==> src/hw/rtl/hp_pkg.sv <==
package hp_pkg;

	localparam logic [1:0] SUITE_AES128 = 2'd0;
	localparam logic [1:0] SUITE_AES256 = 2'd1;
	localparam logic [1:0] SUITE_CHACHA = 2'd2;

	localparam logic [2:0] REG_SUITE = 3'd0;
	localparam logic [2:0] REG_KEY0  = 3'd1;
	localparam logic [2:0] REG_KEY1  = 3'd2;
	localparam logic [2:0] REG_KEY2  = 3'd3;
	localparam logic [2:0] REG_KEY3  = 3'd4;

	localparam int NumRounds = 20;
	localparam int Aes128Rounds = 10;
	localparam int Aes256Rounds = 14;

	localparam logic [31:0] CC_CONST0 = 32'h61707865;
	localparam logic [31:0] CC_CONST1 = 32'h3320646e;
	localparam logic [31:0] CC_CONST2 = 32'h79622d32;
	localparam logic [31:0] CC_CONST3 = 32'h6b206574;

	// sideband fields travelling with each word
	typedef struct packed {
		logic        cmd;
		logic [7:0]  first_byte;
		logic        long_header;
		logic [31:0] pn_field;
		logic [15:0] avail;
	} side_t;

	// AES: [127:0] state, [255:128] newest key chunk, [383:256] previous chunk
	// ChaCha: sixteen 32-bit words, word i at [32*i +: 32]
	typedef logic [511:0] state_t;

	localparam logic [7:0] SBOX [256] = '{
		8'h63,8'h7c,8'h77,8'h7b,8'hf2,8'h6b,8'h6f,8'hc5,8'h30,8'h01,8'h67,8'h2b,8'hfe,8'hd7,8'hab,8'h76,
		8'hca,8'h82,8'hc9,8'h7d,8'hfa,8'h59,8'h47,8'hf0,8'had,8'hd4,8'ha2,8'haf,8'h9c,8'ha4,8'h72,8'hc0,
		8'hb7,8'hfd,8'h93,8'h26,8'h36,8'h3f,8'hf7,8'hcc,8'h34,8'ha5,8'he5,8'hf1,8'h71,8'hd8,8'h31,8'h15,
		8'h04,8'hc7,8'h23,8'hc3,8'h18,8'h96,8'h05,8'h9a,8'h07,8'h12,8'h80,8'he2,8'heb,8'h27,8'hb2,8'h75,
		8'h09,8'h83,8'h2c,8'h1a,8'h1b,8'h6e,8'h5a,8'ha0,8'h52,8'h3b,8'hd6,8'hb3,8'h29,8'he3,8'h2f,8'h84,
		8'h53,8'hd1,8'h00,8'hed,8'h20,8'hfc,8'hb1,8'h5b,8'h6a,8'hcb,8'hbe,8'h39,8'h4a,8'h4c,8'h58,8'hcf,
		8'hd0,8'hef,8'haa,8'hfb,8'h43,8'h4d,8'h33,8'h85,8'h45,8'hf9,8'h02,8'h7f,8'h50,8'h3c,8'h9f,8'ha8,
		8'h51,8'ha3,8'h40,8'h8f,8'h92,8'h9d,8'h38,8'hf5,8'hbc,8'hb6,8'hda,8'h21,8'h10,8'hff,8'hf3,8'hd2,
		8'hcd,8'h0c,8'h13,8'hec,8'h5f,8'h97,8'h44,8'h17,8'hc4,8'ha7,8'h7e,8'h3d,8'h64,8'h5d,8'h19,8'h73,
		8'h60,8'h81,8'h4f,8'hdc,8'h22,8'h2a,8'h90,8'h88,8'h46,8'hee,8'hb8,8'h14,8'hde,8'h5e,8'h0b,8'hdb,
		8'he0,8'h32,8'h3a,8'h0a,8'h49,8'h06,8'h24,8'h5c,8'hc2,8'hd3,8'hac,8'h62,8'h91,8'h95,8'he4,8'h79,
		8'he7,8'hc8,8'h37,8'h6d,8'h8d,8'hd5,8'h4e,8'ha9,8'h6c,8'h56,8'hf4,8'hea,8'h65,8'h7a,8'hae,8'h08,
		8'hba,8'h78,8'h25,8'h2e,8'h1c,8'ha6,8'hb4,8'hc6,8'he8,8'hdd,8'h74,8'h1f,8'h4b,8'hbd,8'h8b,8'h8a,
		8'h70,8'h3e,8'hb5,8'h66,8'h48,8'h03,8'hf6,8'h0e,8'h61,8'h35,8'h57,8'hb9,8'h86,8'hc1,8'h1d,8'h9e,
		8'he1,8'hf8,8'h98,8'h11,8'h69,8'hd9,8'h8e,8'h94,8'h9b,8'h1e,8'h87,8'he9,8'hce,8'h55,8'h28,8'hdf,
		8'h8c,8'ha1,8'h89,8'h0d,8'hbf,8'he6,8'h42,8'h68,8'h41,8'h99,8'h2d,8'h0f,8'hb0,8'h54,8'hbb,8'h16
	};

	function automatic logic [7:0] xtime(input logic [7:0] b);
		return {b[6:0], 1'b0} ^ (b[7] ? 8'h1b : 8'h00);
	endfunction

	function automatic logic [7:0] rcon(input int j);
		logic [7:0] r;
		case (j)
			1:       r = 8'h01;
			2:       r = 8'h02;
			3:       r = 8'h04;
			4:       r = 8'h08;
			5:       r = 8'h10;
			6:       r = 8'h20;
			7:       r = 8'h40;
			8:       r = 8'h80;
			9:       r = 8'h1b;
			10:      r = 8'h36;
			default: r = 8'h00;
		endcase
		return r;
	endfunction

	// byte i of a chunk at [8*i +: 8]
	function automatic logic [127:0] next_chunk(input logic [127:0] older,
			input logic [127:0] newer, input logic rot, input logic [7:0] rc);
		logic [31:0]  tmp;
		logic [127:0] res;
		if (rot) begin
			tmp = {SBOX[newer[103:96]], SBOX[newer[127:120]],
				SBOX[newer[119:112]], SBOX[newer[111:104]] ^ rc};
		end else begin
			tmp = {SBOX[newer[127:120]], SBOX[newer[119:112]],
				SBOX[newer[111:104]], SBOX[newer[103:96]]};
		end
		res[31:0] = older[31:0] ^ tmp;
		for (int c = 1; c < 4; c++) begin
			res[32*c +: 32] = older[32*c +: 32] ^ res[32*(c-1) +: 32];
		end
		return res;
	endfunction

	function automatic logic [127:0] aes_round(input logic [127:0] s,
			input logic [127:0] rk, input logic last);
		logic [127:0] t;
		logic [7:0]   a0, a1, a2, a3, all;
		for (int c = 0; c < 4; c++) begin
			for (int q = 0; q < 4; q++) begin
				t[8*(q+4*c) +: 8] = SBOX[s[8*(q + 4*((c+q) & 3)) +: 8]];
			end
		end
		if (!last) begin
			for (int c = 0; c < 4; c++) begin
				a0 = t[8*(4*c) +: 8];
				a1 = t[8*(4*c+1) +: 8];
				a2 = t[8*(4*c+2) +: 8];
				a3 = t[8*(4*c+3) +: 8];
				all = a0 ^ a1 ^ a2 ^ a3;
				t[8*(4*c) +: 8]   = a0 ^ all ^ xtime(a0 ^ a1);
				t[8*(4*c+1) +: 8] = a1 ^ all ^ xtime(a1 ^ a2);
				t[8*(4*c+2) +: 8] = a2 ^ all ^ xtime(a2 ^ a3);
				t[8*(4*c+3) +: 8] = a3 ^ all ^ xtime(a3 ^ a0);
			end
		end
		return t ^ rk;
	endfunction

	function automatic state_t cc_round(input state_t x, input logic diag);
		state_t      y;
		logic [31:0] a, b, c, d;
		int          ib, ic, id;
		y = x;
		for (int i = 0; i < 4; i++) begin
			ib = 4 + ((i + (diag ? 1 : 0)) & 3);
			ic = 8 + ((i + (diag ? 2 : 0)) & 3);
			id = 12 + ((i + (diag ? 3 : 0)) & 3);
			a = x[32*i +: 32];
			b = x[32*ib +: 32];
			c = x[32*ic +: 32];
			d = x[32*id +: 32];
			a = a + b; d = d ^ a; d = {d[15:0], d[31:16]};
			c = c + d; b = b ^ c; b = {b[19:0], b[31:20]};
			a = a + b; d = d ^ a; d = {d[23:0], d[31:24]};
			c = c + d; b = b ^ c; b = {b[24:0], b[31:25]};
			y[32*i +: 32]  = a;
			y[32*ib +: 32] = b;
			y[32*ic +: 32] = c;
			y[32*id +: 32] = d;
		end
		return y;
	endfunction

endpackage

==> src/hw/rtl/hp_final.sv <==
module hp_final (
	input  logic           clk,
	input  logic           arst_n,
	input  logic [1:0]     suite,
	input  logic           valid_in,
	input  hp_pkg::state_t st_in,
	input  hp_pkg::side_t  side_in,
	output logic           ready_up,
	output logic           out_valid,
	input  logic           out_ready,
	output logic           status,
	output logic [7:0]     first_byte_out,
	output logic [31:0]    pn_field_out,
	output logic [2:0]     pn_length
);
	import hp_pkg::*;

	logic [31:0] v0;
	logic [7:0]  v1, m0, m1, m2, m3, m4, hmask, fb_x, plain;
	logic [2:0]  n;
	logic        trunc;
	logic [31:0] pmask;

	always_comb begin
		v0 = st_in[31:0] + CC_CONST0;
		v1 = st_in[39:32] + CC_CONST1[7:0];
		if (suite == SUITE_CHACHA) begin
			{m3, m2, m1, m0} = v0;
			m4 = v1;
		end else begin
			{m4, m3, m2, m1, m0} = st_in[39:0];
		end
		hmask = side_in.long_header ? 8'h0f : 8'h1f;
		fb_x  = side_in.first_byte ^ (m0 & hmask);
		plain = side_in.cmd ? side_in.first_byte : fb_x;
		n     = {1'b0, plain[1:0]} + 3'd1;
		trunc = side_in.avail < {13'd0, n};
		pmask = {m1, (n >= 3'd2) ? m2 : 8'h00, (n >= 3'd3) ? m3 : 8'h00,
			(n == 3'd4) ? m4 : 8'h00};
	end

	assign ready_up = ~out_valid | out_ready;

	always_ff @(posedge clk or negedge arst_n) begin
		if (!arst_n) begin
			out_valid <= 1'b0;
		end else if (ready_up) begin
			out_valid <= valid_in;
		end
	end

	always_ff @(posedge clk) begin
		if (ready_up && valid_in) begin
			status         <= trunc;
			first_byte_out <= trunc ? side_in.first_byte : fb_x;
			pn_field_out   <= trunc ? side_in.pn_field : side_in.pn_field ^ pmask;
			pn_length      <= n;
		end
	end

endmodule

==> config.mk <==
export PLATFORM = sky130hd
export DESIGN_NAME = hp_final
export DESIGN_NICKNAME = d
export VERILOG_FILES = /design/src/hw/rtl/hp_pkg.sv /design/src/hw/rtl/hp_final.sv
export SDC_FILE = /design/constraint.sdc
export NUM_CORES = 1
export LEC_CHECK = 0
export ABC_AREA = 0
export BUFFER_PORTS_ARGS = -buffer_cell sky130_fd_sc_hd__buf_2
export CORE_AREA = 2 2 240 242
export DETAILED_ROUTE_END_ITERATION = 8
export DIE_AREA = 0 0 242 244
export PLACE_DENSITY = 0.38
export SYNTH_ARGS = -nofsm -noshare
export SYNTH_HDL_FRONTEND = slang
export SYNTH_SLANG_ARGS = --single-unit
==> constraint.sdc <==
create_clock -name clk -period 2 [get_ports clk]
set_input_delay 0.3 -clock clk [delete_from_list [all_inputs] [get_ports clk]]
set_output_delay 0.3 -clock clk [all_outputs]
set_load 0.02 [all_outputs]
# == Word level (Yosys, flattened, before mapping) ==
# Index checks and enable logic that the tools add are counted.
# classes
n_addsub,3
mul,0
div_mod_pow,0
magnitude_cmp,3
n_eq_ne,2
n_shift,0
n_mux,12
bitwise,5
reduce_logical,1
# op_table
cell,count
8-bit 2-to-1 mux,9
32-bit by 31-bit adder with 32-bit output (second input constant),1
32-bit 2-to-1 mux,1
32-bit bitwise XOR,1
16-bit by 3-bit less-than comparator with 1-bit output,1
8-bit by 7-bit adder with 8-bit output (second input constant),1
8-bit by 5-bit bitwise AND with 8-bit output,1
8-bit bitwise XOR,1
3-bit by 2-bit greater-or-equal comparator with 1-bit output (second input constant),2
5-bit 2-to-1 mux,1
2-bit by 1-bit adder with 3-bit output (second input constant),1
3-bit equality test (second input constant),1
2-bit equality test (second input constant),1
2-bit 2-to-1 mux,1
1-bit logical AND,1
1-bit inverter,1
1-bit bitwise OR,1
# word_totals
register_bits,45
latchBits,0
ram_bits,0
mem_bits_ro,0
input_bits,576
out_inout_bits,46
word_cells,31
mem_count,0

# == Longest topological paths before layout ==
# logic_depth
ltp_word,10
mapped_depth,16
depth_no_buf,14

# == Least setup slack after synthesis ==
# No wires, ideal clock.
# synth_path
path_type,in2reg
from,input port st_in[0]
to,"register pn_field_out[2], data pin"
arrival_ns,2.730
slack_ns,-1.009
stages,14
path_buffers,1
cell_sequence,ha_1 mux2i_1 nor2_1 xnor2_2 inv_1 ha_1 inv_1 ha_1 o21ai_0 nand2b_1 o41ai_1 buf_2 a2111oi_0 xor2_1
# synth_via
elab_chain_cells,10
word_cells_on_any_way,11
# synth_lines
element,line,rtl
"start, declared",hp_final.sv:6,"input hp_pkg::state_t st_in,"
32-bit by 31-bit adder with 32-bit output,hp_final.sv:25,v0 = st_in[31:0] + CC_CONST0;
8-bit 2-to-1 mux (*),hp_final.sv:27,if (suite == SUITE_CHACHA) begin
8-bit by 5-bit bitwise AND with 8-bit output (*),hp_final.sv:34,fb_x = side_in.first_byte ^ (m0 & hmask);
8-bit bitwise XOR (*),hp_final.sv:34,
2-bit 2-to-1 mux (*),hp_final.sv:35,plain = side_in.cmd ? side_in.first_byte : fb_x;
2-bit by 1-bit adder with 3-bit output (*),hp_final.sv:36,"n = {1'b0, plain[1:0]} + 3'd1;"
via n[1],hp_final.sv:20,logic [2:0] n;
"parallel branches: the longest is 3 deep, another holds 16-bit by 3-bit less-than comparator with 1-bit output",n/a,
32-bit 2-to-1 mux (*),hp_final.sv:56,pn_field_out <= trunc ? side_in.pn_field : side_in.pn_field ^ pmask;
"end signal, assigned",hp_final.sv:56,
"end, declared",hp_final.sv:13,"output logic [31:0] pn_field_out,"
# Mark *: on every way through the listed nets, which the timed path passes.
# A chain may end at the register's enable or synchronous reset.

# == Worst setup path after layout ==
# layout_path
from,input port suite[0]
to,"register pn_field_out[6], data pin"
# layout_via
elab_chain_cells,10
word_cells_on_any_way,12
# layout_lines
element,line,rtl
"start, declared",hp_final.sv:4,"input logic [1:0] suite,"
2-bit equality test (*),hp_final.sv:27,
8-bit 2-to-1 mux (*),hp_final.sv:27,
8-bit by 5-bit bitwise AND with 8-bit output (*),hp_final.sv:34,
8-bit bitwise XOR (*),hp_final.sv:34,
2-bit 2-to-1 mux (*),hp_final.sv:35,
2-bit by 1-bit adder with 3-bit output (*),hp_final.sv:36,
via n[1],hp_final.sv:20,
"parallel branches: the longest is 3 deep, another holds 16-bit by 3-bit less-than comparator with 1-bit output",n/a,
32-bit 2-to-1 mux (*),hp_final.sv:56,
# Marked as above.

==> results.sh <==
export IMPL_cts_buffer_depth=2
export IMPL_maxSlewViolCount=0
export IMPL_hold_path_endpoint="first_byte_out[5]"
export IMPL_startpoint_type="primary input"
export IMPL_synth_avg_cell_area_um2=10.5
export IMPL_fin_nets=1111
export IMPL_fin_cells=1291
export IMPL_finalCriticalPeriod_ns=2.63
export IMPL_io_buffer_count=149
export IMPL_top_usage_layer="met2"
export IMPL_tightest_slew_ns=0.643
export IMPL_cp_end_kind="flop"
export IMPL_slew_headroom_pct=57.2
export IMPL_postRouteAntennaNets=0
export IMPL_drc=0
export IMPL_synth_cell_types=59
export IMPL_yosysWarnings=0
export IMPL_use_met2_pct=8.86
export IMPL_crit_cells=16
export IMPL_die_area_um2=59000
export IMPL_placed_area_um2=5580
export IMPL_place_congestion=0.704
export IMPL_critical_path_top_delay_family="simple AND/OR/NAND/NOR gates"
export IMPL_wl_per_cell_um=13.9
export IMPL_setup_violations=38
export IMPL_rsz0062_at_grt="true"
export IMPL_r2r_end="pn_field_out[27]"
export IMPL_dpl_cell_count=1271
export IMPL_die_w_um=242
export IMPL_core_area_um2=56200
export IMPL_critical_path_buf_inv_count=5
export IMPL_finalInstanceArea_um2=6050
export IMPL_rows=87
export IMPL_synth_main_ff_cell="edfxtp_1"
export IMPL_via_count=3263
export IMPL_critical_path_startpoint="suite[0]"
export IMPL_hp_start="side_in[54]"
export IMPL_required_ns=2.08
export IMPL_dp_hpwl_um=15300
export IMPL_cpPeakStageDelay_ns=0.34
export IMPL_synth_cells=310
export IMPL_cts_max_level=2
export IMPL_ff2ff_setup_slack_ns=0.68
export IMPL_synth_seq_cells=45
export IMPL_synthToLayoutAreaGrowth_pct=86.1
export IMPL_die_h_um=244
export IMPL_routed_via_density=2.53
export IMPL_dr_pass1_iters=4
export IMPL_hp_class="primary input to flop"
export IMPL_grt_pass1_vias=3315
export IMPL_antenna_found_initial=26
export IMPL_synth_area_um2=3250
export IMPL_start_util_pct=5.78
export IMPL_timing_rr_start="out_valid"
export IMPL_cap_violations=0
export IMPL_ys_async_sr_fraction_pct=2.22
export IMPL_cts_num_sinks=45
export IMPL_synth_fp_nets=892
export IMPL_crit_fanout=8
export IMPL_tns_ns=-20.90
export IMPL_fin_ws_ns=-0.632
export IMPL_irDropWorstVdd_uv=275
export IMPL_path_cells="buf_8, nand2b_4, mux2i_4, nor2_4, xnor2_4, inv_2, ha_4, inv_2, ha_4, o21ai_1, nand2b_4, o41ai_4, buf_6, buf_8, or3_4, xnor2_2"
export IMPL_clkTransAtPathRegs_ns=0.09
export IMPL_tritoncts="built"
export IMPL_layout_drive_gt1_share_pct=54.8
export IMPL_status="finished with violations"
export IMPL_clkLatencyLatePin_ns=0.32
export IMPL_grt_pass1_wl_um=24600
export IMPL_violations="setup timing"
export IMPL_worst_setup_path_type="primary input to flop"
export IMPL_routed_wl_um=17900
export IMPL_grt_max_degree=45
export IMPL_drt_iter0_drc=138
export IMPL_fmax_ghz=0.380
export IMPL_worst_r2r_cell_count=3
export IMPL_cts_root_buf="clkbuf_16"
export IMPL_fin_crit_sh_pct=132
export IMPL_worstPathArrival_ns=2.71
export IMPL_gr_usage_met3_pct=3.53
export IMPL_use_met1_pct=7.47
export IMPL_cts_made_buffers=5
export IMPL_ios=622
export IMPL_leakage_nw=2.20
export IMPL_gr_total_overflow=0
export IMPL_seq_area_frac_synth_pct=41.4
export IMPL_powerDensity_nw_per_um2=510
export IMPL_hold_viol_final=0
export IMPL_fin_skew_ns=0.0113
export IMPL_whs_path_depth=1
export IMPL_grt_usage_pct=6.10
export IMPL_cp_slowest_cell="or3_4"
export IMPL_synth_edf_count=44
## synthesized netlist by cell type (2+ instances only)
master / n / share of area, %
a211oi_2: 2 / 0.77
a31oi_1: 2 / 0.38
and4_1: 3 / 0.81
a211oi_1: 13 / 3.0
nand3_1: 4 / 0.62
mux2i_1: 6 / 1.8
buf_2: 5 / 0.77
nor3b_1: 4 / 0.92
nor2_1: 28 / 3.2
o21ai_0: 7 / 1.1
nand2b_1: 5 / 0.96
or3_1: 9 / 1.7
xor2_1: 43 / 12
or2_2: 2 / 0.38
ha_1: 6 / 2.3
nor4_1: 5 / 0.96
edfxtp_1: 44 / 41
nor2b_1: 3 / 0.58
xnor2_1: 21 / 5.7
inv_1: 10 / 1.2
and3_1: 3 / 0.58
nand4_1: 5 / 0.96
nor3_1: 13 / 2.0
and2_1: 2 / 0.38
nand2_1: 12 / 1.4
a2111oi_0: 2 / 0.54
a2111oi_2: 2 / 0.92
clkbuf_1: 8 / 0.92
a21oi_1: 8 / 1.2
o211ai_1: 2 / 0.46
nand3b_1: 3 / 0.69
## worst max-delay path by stage
stage | endpoint | slack (ns)
2_1_floorplan | pn_field_out[26] | -0.75
3_3_place_gp | pn_field_out[1] | -1.06
3_5_place_dp | pn_field_out[18] | -1.16
4_1_cts | pn_field_out[18] | -0.77
5_1_grt | pn_field_out[6] | -0.69
6_report | pn_field_out[6] | -0.63
## report_power, final
part / switching [mW] / internal (mW)
clock network: 0.444 / 0.456
registers: 0.0169 / 1.15
logic: 0.556 / 0.458
total: 1.02 / 2.06
## per-layer routing
layer	share of wire, %	up-vias
li1	-	1591
met1	43	1485
met2	42	121
met3	12	40
met4	1.6	26
met5	0.87	-
## area by class of cell
class | instances | area [um2]
inverters | 10 | 40.0
fillers | 6530 | 50100
clock buffers | 5 | 125
flip-flops and latches | 45 | 1350
repair buffers | 226 | 1440
well taps | 756 | 946
clock inverters | 2 | 11.3
diodes | 6 | 15.0
multi-input cells | 241 | 2120
## cell families (layout without fill, tap and decap cells)
family                     count (synthesis)  count (layout)  share of synthesized area [%]
other                                      0               6                              0
muxes                                      7               7                           2.19
and+or+nand+nor                          112             112                           20.3
DFF                                       45              45                           41.4
AOI/OAI and AO/OA                         51              51                           13.0
adders and majority gates                  6               6                           2.31
buffers and inverters                     24             243                           2.96
xor gates and xnor gates                  65              65                           17.8
## sequential cells by signal, indices dropped and copies added, names as in the netlist
name / count
out_valid: 1
pn_length: 3
first_byte_out: 8
pn_field_out: 32
status: 1
## cell usage in the layout (no fill, tap or decap), types with 3 or more instances in the layout
cell,synthesis,routed
or3_1,9,5
nand3b_1,3,3
nor4_1,5,3
buf_2,5,145
nor2_4,0,9
diode_2,0,6
o21ai_0,7,6
clkbuf_16,0,5
nor3_1,13,8
a211oi_1,13,13
nand2b_1,5,3
or3_4,1,5
buf_8,0,4
nor2_1,28,17
inv_1,10,7
nand2_1,12,12
buf_12,0,4
xnor2_1,21,19
xor2_1,43,43
nand3_1,4,4
edfxtp_1,44,44
and3_1,3,3
nor4_2,1,3
mux2i_1,6,4
and4_1,3,3
buf_4,0,70
ha_4,0,4
a21oi_1,8,8
nor3b_1,4,4
nand4_1,5,5
nor3_4,0,5
## timing repair
item | CTS | global route
endpoints found under the setup margin | 38 | 38
endpoints found under the hold margin | 1 | 0
gates resized for setup | 38 | 15
gates cloned | 1 | 0
hold buffers | 1 | 0
pin swaps | 24 | 16
setup buffers | 4 | 1
## per-stage QoR
stage               hold slack (ns)  utilization [%]  total power [mW]  setup slack, ns
detailed placement           0.0759             9.94              2.14            -1.16
global placement             0.0750             9.94              2.14            -1.06
CTS                           0.139             10.6              3.16           -0.770
floorplan                   0.00441                -              1.66           -0.754
global route                  0.144             10.8              3.26           -0.690
finish                        0.153             10.8              3.08           -0.632
(Power assumes the default switching activity.)
